`config.mk`:
```
export PLATFORM = sky130hd
export DESIGN_NAME = uart_rx_tx_ring_buffers
export DESIGN_NICKNAME = d
export VERILOG_FILES = /design/src/urtb_pkg.sv /design/src/urtb_ring.sv /design/src/uart_rx_tx_ring_buffers.sv
export SDC_FILE = /design/constraint.sdc
export NUM_CORES = 2
export LEC_CHECK = 0
export BUFFER_PORTS_ARGS = -buffer_cell sky130_fd_sc_hd__buf_4
export CELL_PAD_IN_SITES_DETAIL_PLACEMENT = 1
export CELL_PAD_IN_SITES_GLOBAL_PLACEMENT = 1
export CORE_MARGIN = 1.5
export CORE_UTILIZATION = 45
export DETAILED_ROUTE_END_ITERATION = 6
export PLACE_DENSITY = 0.65
export SLEW_MARGIN = 20
export SYNTH_ARGS = -nofsm -noshare
export SYNTH_HDL_FRONTEND = slang
export SYNTH_SLANG_ARGS = --single-unit
```
`constraint.sdc`:
```
create_clock -name clk -period 3.81 [get_ports clk]
set_input_delay 0.762 -clock clk [delete_from_list [all_inputs] [get_ports clk]]
set_output_delay 0.762 -clock clk [all_outputs]
set_load 0.01 [all_outputs]
```
`src/urtb_pkg.sv`:
```
// Shared types and constants for the serial port byte buffering block.
package urtb_pkg;

    localparam int CMD_W    = 3;
    localparam int BYTE_W   = 8;
    localparam int STATUS_W = 2;

    typedef enum logic [CMD_W-1:0] {
        CMD_LINE_BYTE = 3'd0,
        CMD_TX_EMPTY  = 3'd1,
        CMD_SW_WRITE  = 3'd2,
        CMD_SW_READ   = 3'd3,
        CMD_STATUS    = 3'd4
    } cmd_t;

    typedef enum logic [STATUS_W-1:0] {
        ST_OK      = 2'd0,
        ST_DROPPED = 2'd1,
        ST_REFUSED = 2'd2,
        ST_EMPTY   = 2'd3
    } status_t;

    // Requests from the event decoder to one ring
    typedef struct packed {
        logic push;
        logic pop;
    } ring_ctrl_t;

    // Occupancy flags from one ring
    typedef struct packed {
        logic full;
        logic empty;
        logic not_empty_next;
    } ring_stat_t;

endpackage

```
`src/urtb_ring.sv`:
```
// One byte ring with a free slot kept, registered pop data.
module urtb_ring #(
    parameter int ADDR_BITS = 7
) (
    input  logic                        clk,
    input  logic                        rst_n,
    input  urtb_pkg::ring_ctrl_t        ctrl,
    input  logic [urtb_pkg::BYTE_W-1:0] push_data,
    output urtb_pkg::ring_stat_t        stat,
    output logic [urtb_pkg::BYTE_W-1:0] pop_data
);
    import urtb_pkg::*;

    localparam int DEPTH = 1 << ADDR_BITS;

    logic [BYTE_W-1:0]    mem [DEPTH];
    logic [ADDR_BITS-1:0] head_reg;
    logic [ADDR_BITS-1:0] head_next;
    logic [ADDR_BITS-1:0] tail_reg;
    logic [ADDR_BITS-1:0] tail_next;
    logic [BYTE_W-1:0]    pop_data_reg;

    always_comb
    begin
        head_next = ctrl.push ? head_reg + 1'b1 : head_reg;
        tail_next = ctrl.pop  ? tail_reg + 1'b1 : tail_reg;
    end

    assign stat.full           = (head_reg + 1'b1) == tail_reg;
    assign stat.empty          = head_reg == tail_reg;
    assign stat.not_empty_next = head_next != tail_next;
    assign pop_data            = pop_data_reg;

    always_ff @(posedge clk or negedge rst_n)
    begin
        if (!rst_n)
        begin
            head_reg <= '0;
            tail_reg <= '0;
        end
        else
        begin
            head_reg <= head_next;
            tail_reg <= tail_next;
        end
    end

    // Storage: write at head, read at tail, read data held until next pop
    always_ff @(posedge clk)
    begin
        if (ctrl.push)
        begin
            mem[head_reg] <= push_data;
        end
        if (ctrl.pop)
        begin
            pop_data_reg <= mem[tail_reg];
        end
    end

endmodule

```
`src/uart_rx_tx_ring_buffers.sv`:
```
// Top level: event decoder, receive and transmit rings, result register.
//
//  channel | direction | handshake            | payload
//  --------+-----------+----------------------+-------------------------------------------
//  in      | into      | in_valid / in_stall  | cmd, data_byte
//  out     | out of    | out_valid / out_stall| send_valid, send_byte, read_valid,
//          |           |                      | read_byte, status, rx_not_empty,
//          |           |                      | tx_pending, tx_busy
//
// Events: one event per cycle while in_stall is low; its result is registered
// and appears in the result register in the cycle after the transaction.
// Reset clears pointers, the running flag and the result valid; ring storage
// is not cleared, as the pointers never allow a stale slot to be read.
// Stalls: in_stall follows a held result, so a new event is taken when the
// result register is empty or is being emptied in the same cycle.
module uart_rx_tx_ring_buffers #(
    parameter int RING_ADDR_BITS = 7
) (
    input  logic                          clk,
    input  logic                          rst_n,
    input  logic                          in_valid,
    output logic                          in_stall,
    input  logic [urtb_pkg::CMD_W-1:0]    cmd,
    input  logic [urtb_pkg::BYTE_W-1:0]   data_byte,
    output logic                          out_valid,
    input  logic                          out_stall,
    output logic                          send_valid,
    output logic [urtb_pkg::BYTE_W-1:0]   send_byte,
    output logic                          read_valid,
    output logic [urtb_pkg::BYTE_W-1:0]   read_byte,
    output logic [urtb_pkg::STATUS_W-1:0] status,
    output logic                          rx_not_empty,
    output logic                          tx_pending,
    output logic                          tx_busy
);
    import urtb_pkg::*;

    logic              accept;
    ring_ctrl_t        rx_ctrl;
    ring_ctrl_t        tx_ctrl;
    ring_stat_t        rx_stat;
    ring_stat_t        tx_stat;
    logic [BYTE_W-1:0] rx_pop_data;
    logic [BYTE_W-1:0] tx_pop_data;

    logic              running_reg;
    logic              running_next;

    // Per-event decode results before the result register
    logic              send_valid_d;
    logic              send_ring_d;
    logic [BYTE_W-1:0] send_byte_d;
    logic              read_valid_d;
    status_t           status_d;

    // Result register
    logic              out_valid_reg;
    logic              send_valid_reg;
    logic              send_ring_reg;
    logic [BYTE_W-1:0] send_byte_reg;
    logic              read_valid_reg;
    status_t           status_reg;
    logic              rx_not_empty_reg;
    logic              tx_pending_reg;
    logic              tx_busy_reg;

    // Hold the input while a finished result waits to be taken
    assign in_stall = out_valid_reg && out_stall;
    assign accept   = in_valid && !in_stall;

    // Event decoder: one ring slot and a pointer compare per event
    always_comb
    begin
        rx_ctrl      = '0;
        tx_ctrl      = '0;
        running_next = running_reg;
        send_valid_d = 1'b0;
        send_ring_d  = 1'b0;
        send_byte_d  = '0;
        read_valid_d = 1'b0;
        status_d     = ST_OK;
        if (accept)
        begin
            unique case (cmd)
                CMD_LINE_BYTE:
                begin
                    // Drop the line byte when the receive ring is full
                    if (rx_stat.full)
                    begin
                        status_d = ST_DROPPED;
                    end
                    else
                    begin
                        rx_ctrl.push = 1'b1;
                    end
                end
                CMD_TX_EMPTY:
                begin
                    if (tx_stat.empty)
                    begin
                        running_next = 1'b0;
                    end
                    else
                    begin
                        tx_ctrl.pop  = 1'b1;
                        send_valid_d = 1'b1;
                        send_ring_d  = 1'b1;
                    end
                end
                CMD_SW_WRITE:
                begin
                    if (!running_reg)
                    begin
                        // Transmitter idle: hand the byte over at once
                        send_valid_d = 1'b1;
                        send_byte_d  = data_byte;
                        running_next = 1'b1;
                    end
                    else if (tx_stat.full)
                    begin
                        status_d = ST_REFUSED;
                    end
                    else
                    begin
                        tx_ctrl.push = 1'b1;
                    end
                end
                CMD_SW_READ:
                begin
                    if (rx_stat.empty)
                    begin
                        status_d = ST_EMPTY;
                    end
                    else
                    begin
                        rx_ctrl.pop  = 1'b1;
                        read_valid_d = 1'b1;
                    end
                end
                default:
                begin
                    // Status query and unused codes change nothing
                    status_d = ST_OK;
                end
            endcase
        end
    end

    urtb_ring #(
        .ADDR_BITS (RING_ADDR_BITS)
    ) u_rx_ring (
        .clk       (clk),
        .rst_n     (rst_n),
        .ctrl      (rx_ctrl),
        .push_data (data_byte),
        .stat      (rx_stat),
        .pop_data  (rx_pop_data)
    );

    urtb_ring #(
        .ADDR_BITS (RING_ADDR_BITS)
    ) u_tx_ring (
        .clk       (clk),
        .rst_n     (rst_n),
        .ctrl      (tx_ctrl),
        .push_data (data_byte),
        .stat      (tx_stat),
        .pop_data  (tx_pop_data)
    );

    // Control state: running flag and result valid
    always_ff @(posedge clk or negedge rst_n)
    begin
        if (!rst_n)
        begin
            running_reg   <= 1'b0;
            out_valid_reg <= 1'b0;
        end
        else
        begin
            running_reg <= running_next;
            if (accept)
            begin
                out_valid_reg <= 1'b1;
            end
            else if (!out_stall)
            begin
                out_valid_reg <= 1'b0;
            end
        end
    end

    // Result payload: load on each transaction, hold otherwise
    always_ff @(posedge clk)
    begin
        if (accept)
        begin
            send_valid_reg   <= send_valid_d;
            send_ring_reg    <= send_ring_d;
            send_byte_reg    <= send_byte_d;
            read_valid_reg   <= read_valid_d;
            status_reg       <= status_d;
            rx_not_empty_reg <= rx_stat.not_empty_next;
            tx_pending_reg   <= tx_stat.not_empty_next;
            tx_busy_reg      <= running_next;
        end
    end

    // Ring bytes arrive from the ring read registers, which hold until the next pop
    assign out_valid    = out_valid_reg;
    assign send_valid   = send_valid_reg;
    assign send_byte    = send_ring_reg ? tx_pop_data : send_byte_reg;
    assign read_valid   = read_valid_reg;
    assign read_byte    = read_valid_reg ? rx_pop_data : '0;
    assign status       = status_reg;
    assign rx_not_empty = rx_not_empty_reg;
    assign tx_pending   = tx_pending_reg;
    assign tx_busy      = tx_busy_reg;

    // A queued transmit byte implies the transmitter is running
    assert property (@(posedge clk) disable iff (!rst_n)
        out_valid_reg && tx_pending_reg |-> tx_busy_reg)
        else $error("transmit ring holds bytes while transmitter idle");

    // A direct write to an idle transmitter is sent at once and marks it running
    assert property (@(posedge clk) disable iff (!rst_n)
        accept && (cmd == CMD_SW_WRITE) && !running_reg
        |=> out_valid && send_valid && tx_busy && (send_byte == $past(data_byte)))
        else $error("idle write not passed straight to transmitter");

    // One event cannot both send and read
    assert property (@(posedge clk) disable iff (!rst_n)
        out_valid_reg |-> !(send_valid_reg && read_valid_reg))
        else $error("send and read in one result");

    // A successful read always reports ok
    assert property (@(posedge clk) disable iff (!rst_n)
        out_valid_reg && read_valid_reg |-> status_reg == ST_OK)
        else $error("read returned a byte with a fault status");

    // Never push into a full ring
    assert property (@(posedge clk) disable iff (!rst_n)
        !(rx_ctrl.push && rx_stat.full) && !(tx_ctrl.push && tx_stat.full))
        else $error("push into a full ring");

endmodule
```
# Yosys cells after proc, flatten, opt, wreduce, memory -nomap -nowiden
# Memory sizes are Yosys's and may differ from the RTL's. A register that Yosys moved wholly into a read port is not among the register bits.
# Index checks and enable logic that the tools add are counted.
[totals]
regBits = 46
ramBits = 2048
input_bits = 15
output_inout_bits = 25
word_cells = 69
mem_count = 2
[memory_table]
columns = ["memory", "words", "word_bits", "rd", "rd_clocked_by_memory_dff", "write_ports", "line_no", "text"]
rows = [
  ["u_rx_ring.mem", 128, 8, 1, 1, 1, "urtb_ring.sv:16", "logic [BYTE_W-1:0] mem [DEPTH];"],
  ["u_tx_ring.mem", 128, 8, 1, 1, 1, "urtb_ring.sv:16", ""],
]
[op_classes]
add_sub_neg = 4
eq_ne = 10
muxes = 33
n_bitwise = 1
n_reduce_logical = 5
[ops]
columns = ["op", "n"]
rows = [
  ["7-bit by 1-bit adder with 7-bit output, second input constant", 4],
  ["7-bit == test", 4],
  ["7-bit 2-to-1 mux", 4],
  ["1-bit 2-to-1 mux", 19],
  ["8-bit 2-to-1 mux", 2],
  ["7-bit != test", 2],
  ["2-bit 2-to-1 mux", 5],
  ["3-bit by 2-bit == test with 1-bit output, second input constant", 2],
  ["2-bit one-hot mux with 3 select lines", 1],
  ["1-bit one-hot mux with 2 select lines", 2],
  ["3-bit by 1-bit == test with 1-bit output, second input constant", 1],
  ["3-bit zero test", 1],
  ["1-bit logical AND", 2],
  ["2-bit by 1-bit != test with 1-bit output, second input constant", 1],
  ["2-bit OR reduction", 1],
  ["1-bit zero test", 1],
  ["1-bit NOT", 1],
]

# Longest topological paths before layout
[logic_depth]
ltp_word = 8
depth_mapped = 10
depth_no_buf = 9

# Hierarchy
# From an unflattened synthesis, not the netlist that was laid out.
[hier_totals]
hier_cells = 4032
area_unflattened_um2 = 83542.6
[by_module_without_submodules]
columns = ["mod", "instances", "cells_per_inst", "area_per_inst_um2", "seq_area_each_um2"]
rows = [
  ["urtb_ring", 2, 1980, 41305.9, 31340.1],
  ["uart_rx_tx_ring_buffers", 1, 72, 930.9, 530.5],
]

# Least setup slack after synthesis
# OpenSTA, ideal clock, no wires.
[synth_timing]
path_type = "input to register"
from = "input in_valid"
to = "memory u_tx_ring.mem[122][0], enable pin"
setup_ps = 371
arrival_time_ps = 2926
t_required_ps = 3439
setup_slack_ps = 513
path_stages = 8
path_buffers = 1
cell_sequence = "a21bo_2 inv_1 nand4_1 a31o_2 nor2_1 nand3b_1 clkbuf_1 nor2_1"
[synth_via]
elab_chain_len = 4
[synth_lines]
columns = ["element", "line_no", "text"]
rows = [
  ["start, declared", "uart_rx_tx_ring_buffers.sv:21", "input logic in_valid,"],
  ["1-bit logical AND", "uart_rx_tx_ring_buffers.sv:69", "assign accept = in_valid && !in_stall;"],
  ["named net accept", "uart_rx_tx_ring_buffers.sv:38", "logic accept;"],
  ["2-bit 2-to-1 mux", "uart_rx_tx_ring_buffers.sv:82", "if (accept)"],
  ["1-bit 2-to-1 mux", "urtb_ring.sv:51", "if (ctrl.push)"],
  ["1-bit 2-to-1 mux (not written as such)", "urtb_ring.sv:53", "mem[head_reg] <= push_data;"],
  ["end, declared", "urtb_ring.sv:16", ""],
]
# The timed path passes the listed nets, and every way through them passes these cells.

==> run summary <==
For this run, asynchronously set or reset flops after synthesis account for 1.42%. The number of flip-flops and latches in the synthesized netlist came out at 2,110. The first-pass GRT wire length is 289,000 um. Subtracting the final worst setup slack from the clock period gives 3.54 ns.

The cell area after synthesis is 0.0822 mm2. The post-detailed-placement cell area is 0.0876 mm2. In the synthesized netlist, the number of instances is 3,512. Entering global routing, the biggest net connects 137 pins.

The endpoint type of the worst setup path is a flip-flop. The post-CTS repair timing setup buffer count is 0. The detail route stage leaves a number of antenna-violating nets equal to 0.

The CTS buffer count came out at 211. The pre-CTS setup slack is -0.118 ns. Power spread over the standard cell area amounts to 635 mW/mm2.

The smallest setup slack after layout came out at 0.273 ns. The final layout contains routed wiring with a total length of 197,000 um. The number of standard cells in the final layout excluding fillers is 6,451. For this run, the share of the core covered by cells in the final layout is 52.1%. The upper clock frequency limit is 283 MHz. The violation count after the first detailed-routing iteration is 3,972. The quantity of gates resized following cts came out at 0.

The growth of design area from synthesis to finish came out at 14.7%. The final period utilization is 92.8%. Synthesis instantiated 58 different standard cells from the library. The slowest library cell on the worst path is nor3_1.

The initial core utilization is 45.4%. In this run the static leakage power is 29.2 nW. The cell at the root of the clock tree is clkbuf_16.

The count of final hold-check violations is 0. The number of nets in the synthesized netlist is 3,531. CTS built an H-tree with a depth of 4.

After layout, the design draws a total of 59.9 mW. The HPWL after detailed placement came out at 123,000 um. The area of the core region came out at 0.181 mm2. Setup repair after global routing left no endpoint under its margin. The clock skew after layout came out at 0.0302 ns. The share of the Yosys chip area taken by registers is 76.9%.

The largest fanout on the critical path came out at 17. The Yosys step of the flow raised 0 warnings. The final net count is 3,917. The initial antenna violation count is 12. The fraction of final layout cells with drive strength greater than 1 is 33.6%.

In the layout the commonest cells are edfxtp_1, mux4_2, buf_4. The total setup violations reported at the end of the flow came out at 0. The number of flops mapped to enable cells by yosys is 2,080. Traced cell by cell, the critical path runs through xor2_1, nor3_1, a21oi_1, nand3_1, xnor2_1, or4b_1, a311oi_1, o211ai_1.

In this run the tool buffered the top-level ports with 39 buffer cells. The worst-case IR drop observed on VDD is 0.000653 V. The last weighted congestion value of the routability-driven placer came out at 0.797. The clock tree buffer depth came out at 3.

The hold buffer count at cts came out at 1. The boundary pin count is 40. The arrival time reported for the critical path endpoint came out at 4.11 ns. The later-pin clock latency in the skew report is 0.86 ns. The routed layout has 37,778 vias.

The worst setup path is launched from a flip-flop. The clock transition at the register clock pins on the worst setup and hold paths after CTS came out at 0.06 ns. The clock sink count came out at 2,110. The largest registers in the layout are u_rx_ring.mem x1024, u_tx_ring.mem x1024. The critical path's largest stage delay came out at 0.90 ns. The kind of path behind the tightest hold check is in -> reg. In the routed design, unresolved DRC markers number 0. The commonest register cell after synthesis is edfxtp_1. In this run the vertical extent of the chip is 430 um. After detailed routing, the number of vias per cell comes to 5.86. TritonCTS built the clock tree.

The finished cells cover 0.0943 mm2. The worst setup path is of the reg -> reg kind. The number of cells in the design after placement is 6,054. The aggregate global routing overflow is 0. The row count came out at 156. The total routing usage reported by global routing came out at 21.7%. The library cell used most frequently in the layout, excluding fill and tap cells, is edfxtp_1. The final count of pins violating max slew is 0.

The slew at the pin closest to its max-slew limit is 1.09 ns. The worst-case headroom to the max-slew limit is 26.7%. The average size of a mapped cell is 23.4 um2. The flow ran to the end, and the final reports show no timing, DRC or antenna violations. The final routed wire length divided by cell count came out at 30.5 um. The via count of the first global-routing pass came out at 39,901. The number of max-capacitance violations reported came out at 0. The die span in x came out at 430 um. The total iterations of the first detailed-routing run came out at 5. The required arrival time at the worst endpoint came out at 4.38 ns.

The area enclosed by the die boundary came out at 0.185 mm2.
## metrics by stage
| stage | setup TNS (ns) | hold WS, ns |
|---|---|---|
| floorplan | 0 | 0.466 |
| global route | 0 | 0.0810 |
| detailed placement | -3.05 | 0.632 |
| finish | 0 | 0.107 |
| global placement | -3.71 | 0.608 |
| CTS | 0 | 0.0373 |
## where the power goes
group | internal [mW] | switching [mW] | total (mW)
Clock | 11.3 | 8.74 | 20.0
Combinational | 6.97 | 6.99 | 14.0
Sequential | 25.6 | 0.273 | 25.9
Total | 43.9 | 16.0 | 59.9
## cells by family after synthesis
kind of cell               Yosys count  share of synthesized area (%)
xor gates and xnor gates            58                          0.635
and+or+nand+nor                    413                           2.24
AOI/OAI and AO/OA                   28                          0.282
DFF                               2110                           76.9
buffers and inverters              198                           1.07
muxes                              701                           18.8
adders and majority gates            4                         0.0609
## synth_stat cells (3+ instances only)
library cell / number / area share [%]
xor2_1: 21 / 0.22
and3_1: 6 / 0.046
inv_1: 4 / 0.018
edfxtp_1: 2080 / 76
nor4_1: 3 / 0.023
nor2b_1: 8 / 0.061
ha_1: 4 / 0.061
nor3b_1: 3 / 0.027
nor2_1: 272 / 1.2
buf_1: 31 / 0.14
or3_1: 5 / 0.038
buf_6: 3 / 0.041
nor3_1: 6 / 0.037
clkbuf_1: 91 / 0.42
o211ai_1: 3 / 0.027
mux2_2: 28 / 0.38
nand2_1: 32 / 0.15
dfrtp_1: 30 / 0.91
nand3_1: 23 / 0.14
nand3b_1: 6 / 0.055
xnor2_1: 36 / 0.38
nand4_1: 10 / 0.076
mux4_2: 672 / 18
a21oi_1: 7 / 0.043
buf_4: 12 / 0.11
buf_2: 57 / 0.35
and2_1: 20 / 0.15
and4_1: 3 / 0.032
## cell type report
type,count,area (um2)
clock buffers,273,5580
clock inverters,120,1070
fillers,15547,86800
well taps,2370,2970
repair buffers,367,3330
inverters,4,17.5
flip-flops and latches,2110,63200
diodes,3,7.51
multi-input cells,1204,18100
## critical path, delay by kind of cell (launching register included)
kind                      cells  cell delay (ns)
AOI/OAI and AO/OA             3             0.65
xor gates and xnor gates      2             0.41
DFF                           1             0.62
and+or+nand+nor               3             1.58
## worst paths after layout
path	startpoint	endpoint	slack, ns	cells past startpoint
worst max-delay path	u_rx_ring.tail_reg[2]	rx_not_empty	0.27	8
worst min-delay path	in_valid	out_valid	0.11	2
worst max register to register	u_rx_ring.tail_reg[2]	rx_not_empty	0.27	8
worst min register to register	u_tx_ring.head_reg[0]	u_tx_ring.head_reg[0]	0.64	2
max in group asynchronous	rst_n	u_tx_ring.tail_reg[1]	2.91	2
min in group asynchronous	rst_n	out_valid	0.41	2
## per-layer routing
layer  vias to the layer above  track usage, %  wire [um]
met5                         -               0         22
met4                         4            5.80       4490
met3                       234            4.57      13400
met2                      1229            33.9      95100
met1                     20611            31.2      83900
li1                      15700               -          -
(Power assumes the default switching activity.)
